### src/hw/rtl/tcw_pkg.sv
`timescale 1ns / 1ps

package tcw_pkg;

   // Default geometry
   localparam int COLS_DEF     = 80;
   localparam int ROWS_DEF     = 25;
   localparam int TAB_STOP_DEF = 8;

   localparam logic [7:0] DEFAULT_COLOR_RESET = 8'h07;

   // Character codes
   localparam logic [7:0] CH_LF         = 8'h0A;
   localparam logic [7:0] CH_CR         = 8'h0D;
   localparam logic [7:0] CH_TAB        = 8'h09;
   localparam logic [7:0] CH_BS         = 8'h08;
   localparam logic [7:0] CH_BLANK      = 8'h20;
   localparam logic [7:0] CH_PRINT_LAST = 8'h7F;

   // Operation codes
   localparam logic [1:0] FUNC_PRINT     = 2'd0;
   localparam logic [1:0] FUNC_SET_PRINT = 2'd1;
   localparam logic [1:0] FUNC_CLEAR     = 2'd2;
   localparam logic [1:0] FUNC_READ      = 2'd3;

   typedef struct packed {
      logic [1:0] func;
      logic [7:0] character;
      logic [7:0] attribute;
      logic [6:0] col;
      logic [4:0] row;
   } req_type;

   typedef struct packed {
      logic [6:0]  cursor_col;
      logic [4:0]  cursor_row;
      logic [10:0] cursor_offset;
      logic        scrolled;
      logic [7:0]  read_char;
      logic [7:0]  read_attr;
   } rsp_type;

   // controller -> datapath
   typedef struct packed {
      logic load;       // latch incoming item
      logic plan;       // decode item, move cursor, read cell
      logic commit;     // write planned cell
      logic sweep_clr;  // restart sweep counter
      logic fill;       // blank cell at sweep address
      logic init_fill;  // blank uses reset color
      logic scroll;     // copy step of the scroll sweep
      logic finish;     // load result register
   } cmd_type;

   // datapath -> controller
   typedef struct packed {
      logic scroll;
      logic clear;
      logic sweep_last;
   } stat_type;

endpackage

### src/hw/rtl/tcw_ctrl.sv
`timescale 1ns / 1ps

module tcw_ctrl (
   input  logic              clock,
   input  logic              reset,
   input  logic              req_valid,
   output logic              req_stall,
   output logic              rsp_valid,
   input  logic              rsp_stall,
   input  tcw_pkg::stat_type stat,
   output tcw_pkg::cmd_type  cmd
);
   import tcw_pkg::*;

   typedef enum logic [2:0] {
      ST_INIT,
      ST_IDLE,
      ST_PLAN,
      ST_COMMIT,
      ST_SCROLL,
      ST_FILL,
      ST_FINISH
   } state_type;

   state_type state_ff;
   logic      rsp_valid_ff;
   logic      ready;
   logic      accept;
   logic      out_free;

   assign out_free  = !rsp_valid_ff || !rsp_stall;
   assign accept    = ready && req_valid;
   assign req_stall = !ready;
   assign rsp_valid = rsp_valid_ff;

   always_comb begin
      cmd   = '0;
      ready = 1'b0;
      unique case (state_ff)
         ST_INIT: begin
            cmd.fill      = 1'b1;
            cmd.init_fill = 1'b1;
         end
         ST_IDLE: begin
            ready = 1'b1;
         end
         ST_PLAN: begin
            cmd.plan = 1'b1;
         end
         ST_COMMIT: begin
            cmd.commit = 1'b1;
            if (stat.scroll || stat.clear) begin
               cmd.sweep_clr = 1'b1;
            end else if (out_free) begin
               cmd.finish = 1'b1;
               ready      = 1'b1;
            end
         end
         ST_SCROLL: begin
            cmd.scroll = 1'b1;
         end
         ST_FILL: begin
            cmd.fill = 1'b1;
         end
         ST_FINISH: begin
            cmd.finish = out_free;
         end
         default: begin
            cmd   = '0;
            ready = 1'b0;
         end
      endcase
      cmd.load = accept;
   end

   always_ff @(posedge clock) begin
      if (reset) begin
         state_ff     <= ST_INIT;
         rsp_valid_ff <= 1'b0;
      end else begin
         if (cmd.finish) begin
            rsp_valid_ff <= 1'b1;
         end else if (!rsp_stall) begin
            rsp_valid_ff <= 1'b0;
         end
         unique case (state_ff)
            ST_INIT: begin
               if (stat.sweep_last) state_ff <= ST_IDLE;
            end
            ST_IDLE: begin
               if (accept) state_ff <= ST_PLAN;
            end
            ST_PLAN: begin
               state_ff <= ST_COMMIT;
            end
            ST_COMMIT: begin
               if (stat.scroll) begin
                  state_ff <= ST_SCROLL;
               end else if (stat.clear) begin
                  state_ff <= ST_FILL;
               end else if (out_free) begin
                  state_ff <= accept ? ST_PLAN : ST_IDLE;
               end else begin
                  state_ff <= ST_FINISH;
               end
            end
            ST_SCROLL: begin
               if (stat.sweep_last) state_ff <= ST_FINISH;
            end
            ST_FILL: begin
               if (stat.sweep_last) state_ff <= ST_FINISH;
            end
            ST_FINISH: begin
               if (out_free) state_ff <= ST_IDLE;
            end
            default: begin
               state_ff <= ST_IDLE;
            end
         endcase
      end
   end

endmodule

### config.mk
export PLATFORM = sky130hd
export DESIGN_NAME = tcw_ctrl
export DESIGN_NICKNAME = d
export VERILOG_FILES = /design/src/hw/rtl/tcw_pkg.sv /design/src/hw/rtl/tcw_ctrl.sv
export SDC_FILE = /design/constraint.sdc
export NUM_CORES = 1
export LEC_CHECK = 0
export BUFFER_PORTS_ARGS = -buffer_cell sky130_fd_sc_hd__buf_2
export CORE_AREA = 2 2 39 41
export DETAILED_ROUTE_END_ITERATION = 16
export DIE_AREA = 0 0 41 43
export SLEW_MARGIN = 20
export SYNTH_ARGS = -nofsm -noshare
export SYNTH_HDL_FRONTEND = slang
export SYNTH_SLANG_ARGS = --single-unit
### constraint.sdc
create_clock -name clock -period 2.85 [get_ports clock]
set_input_delay 0.1425 -clock clock [delete_from_list [all_inputs] [get_ports clock]]
set_output_delay 0.1425 -clock clock [all_outputs]
set_load 0.1 [all_outputs]
After elaboration in Yosys (flattened, before gate mapping) --
Cells that the tools add are included. W data, S select, Z words.
Operators by class: equality and inequality tests 11, muxes and demuxes 21, reduce and logical (&&, ||, !) cells 10
Operator list (number):
- $mux W3 | 7
- $pmux W3 S6 | 1
- $eq A3 B3 Y1 const B | 3
- $mux W1 | 9
- $eq A3 B2 Y1 const B | 2
- $ne A2 B2 Y1 const B | 3
- $mux W2 | 2
- $ne A2 B1 Y1 const B | 2
- $pmux W1 S2 | 2
- $reduce_and A4 Y1 | 1
- $reduce_or A2 Y1 | 2
- $eq A3 B1 Y1 const B | 1
- $logic_not A1 Y1 | 3
- $logic_not A3 Y1 | 1
- $logic_or A1 B1 Y1 | 2
- $logic_and A1 B1 Y1 | 1
Word-level totals: output and inout port bits 10, word-level logic and storage cells 44, input port bits 7, register bits 4

Longest topological paths before layout --
word-level depth 11, mapped depth 4, mapped depth without buffers 3

Worst setup path before layout --
OpenSTA, ideal clock, no wires.
path type register to output, start reg state_ff[1], end out cmd[4] in the netlist's numbering, setup slack -701 ps, stages on the path, launching flop included 3, data arrival time 3408 ps, data required time 2707 ps, cells stage by stage dfxtp_1 -> inv_1 -> nor4_1
RTL lines:
- from (decl) | line tcw_ctrl.sv:25 | state_type state_ff;
- from (signal assigned) | line tcw_ctrl.sv:102 | state_ff <= accept ? ST_PLAN : ST_IDLE;
- to (decl) | line tcw_ctrl.sv:11 | output tcw_pkg::cmd_type cmd

==> metrics.yaml <==
critPathLaunchType: "register"
fin_util: 0.352
yosysUniqueCellTypes: 30
cts_tree: "done"
cts_buffer_depth: 2
hold_path.class: "in -> reg"
worst_pin_slew_ps: 486
insertion_delay_ps: 230
ys_seq_area_frac: 0.204
fin_skew_ps: 0.832
drt_wl_total_um: 939
coreArea_um2: 1380
cp_cell_sequence: "and2b_2 -> nor3_1 -> buf_2"
cts.sinks: 4
post-place-ws_ps: 1230
clkTransAtPathRegs_ps: 40
hp-start: "reset"
power.leakage_nw: 0.211
grt_pass1_vias: 360
relSlewSlack: 0.675
htree_levels: 1
grt_max_degree: 16
ys_ff_latch: 4
avgSynthCellArea_um2: 7.99
min_period_ps: 1870
gp_congestion: 0.689
place_inst: 77
cts-root-buf: "clkbuf_4"
maxCapViolations: 0
yosysTopAreaCellShare: 0.204
cts_resized: 0
die_h_um: 43
grt_overflow: 0
die-area_um2: 1760
slew_viol_final: 0
dr_total_vias: 448
rsz0062_at_grt: "no"
ys_top_cells_by_area: "dfxtp_1 (20%), buf_4 (5.8%), nor3_1 (5.1%), and2b_2 (4.5%), a21oi_1 (3.8%)"
min_period_over_period: 0.657
syn_nets: 56
netlist_instances: 49
grt_util_met3: 0.0314
grt.met1_usage: 0.157
critical_path_class: "reg -> out"
diodes: 0
syn_area_um2: 392
core.rowCount: 14
start_util: 0.283
dr.pass1.iters: 4
reg2reg_from: "state_ff[2]"
ios: 17
antenna_found_initial: 0
netlist.top_cell.by_area: "dfxtp_1"
stdcell_count: 80
hpwl_um: 739
postCtsSetupBuffers: 0
path_max_fanout: 15
fin_nets: 73
numPortBuffers: 16
layout-drive-gt1-share: 0.422
cpPeakStageDelay_ps: 610
area_growth_pct: 24.3
vias_per_cell: 5.60
wl_per_cell_um: 11.7
cp.buffers_inverters: 1
met2_usage: 0.169
cp_top_family: "flip-flops"
ant_nets: 0
arrival_ps: 1730
timing.fmax_mhz: 534
top_usage_layer: "met2"
route.detailed.drc: 0
p_per_area_nw_per_um2: 1240
status: "completed"
drt_iter0_markers: 17
grtUsageTotal: 0.121
setup_tns_ps: 0
max-vdd-ir-drop_mv: 0.375
cts_hold_buf: 0
worst_path_max_delay_cell: "dfxtp_1"
grt_pass1_wl_mm: 1.43
setup.worst_path.end_class: "output pin"
setup_violations: 0
finalHoldViolCount: 0
cp-startpoint: "state_ff[2]"
cp.required_ps: 2710
layout_setup_ws_ps: 978
die_w_um: 41
ys_warn_count: 0
numCtsBuffers: 3
[layout by cell type, fill, tap and decap left out, drive strengths merged]
master and count:
nand4b 1, buf 16, nor4 1, nor2b 1, nor3b 1, inv 3, a22o 1, a41oi 1
o21ai 2, and2 1, a21oi 3, a211oi 1, nor2 3, and2b 2, nor3 4, o22ai 1
clkbuf 3, a221oi 2, o221ai 1, nor4b 1, dfxtp 4, and3b 1, a21o 2, a221o 1
and3 1, o311ai 1, nand3b 1, nand2 4
[layout make-up]
class                   count  area, µm²
fillers                   150        897
multi-input cells          38        273
flip-flops and latches      4       80.1
repair buffers             16       80.1
clock buffers               3       22.5
well taps                  16       20.0
inverters                   3       11.3
[cells in the mapped netlist]
cell type	count
a211oi_1	1
a21o_1	2
a21oi_1	3
a221o_1	1
a221oi_1	1
a221oi_2	1
a22o_1	1
a41oi_1	1
and2_2	1
and2b_2	2
and3_1	1
and3b_2	1
buf_4	3
buf_6	1
dfxtp_1	4
inv_1	3
nand2_1	4
nand3b_1	1
nand4b_1	1
nor2_1	3
nor2b_1	1
nor3_1	4
nor3b_2	1
nor4_1	1
nor4b_2	1
o21ai_0	1
o21ai_1	1
o221ai_1	1
o22ai_1	1
o311ai_1	1
[through the flow]
step	area (µm²)	power [mW]	hold WS (ps)
finish	487	0.603	137
global route	487	0.636	127
floorplan	398	0.497	209
CTS	487	0.607	129
detailed placement	464	0.536	375
global placement	464	0.537	378
[path summary, 6_finish.rpt]
| kind | end | slack, ps | depth (start not counted) |
|---|---|---|---|
| max | cmd[3] | 980 | 3 |
| min | state_ff[0] | 140 | 2 |
| max reg2reg | state_ff[0] | 1410 | 3 |
| min reg2reg | rsp_valid | 590 | 2 |
[registers in the layout (all words and copies together), names as in the netlist]
signal	flops
rsp_valid	1
state_ff	3
[layer usage]
metal | routed length (µm) | up-vias
li1 | - | 218
met1 | 449 | 209
met2 | 419 | 19
met3 | 63 | 2
met4 | 6 | 0
met5 | 0 | -
[logic make-up after synthesis]
group,share of synthesized area
compound gates,0.313
buf+inv,0.115
flops,0.204
simple gates,0.367
[power breakdown]
part	leakage (nW)	total, mW	internal [mW]	switching [mW]
Combinational	0.165	0.429	0.0883	0.341
Clock	0.0138	0.0670	0.0469	0.0201
Sequential	0.0327	0.107	0.0686	0.0379
No activity file was read; power rests on OpenSTA's default activity.
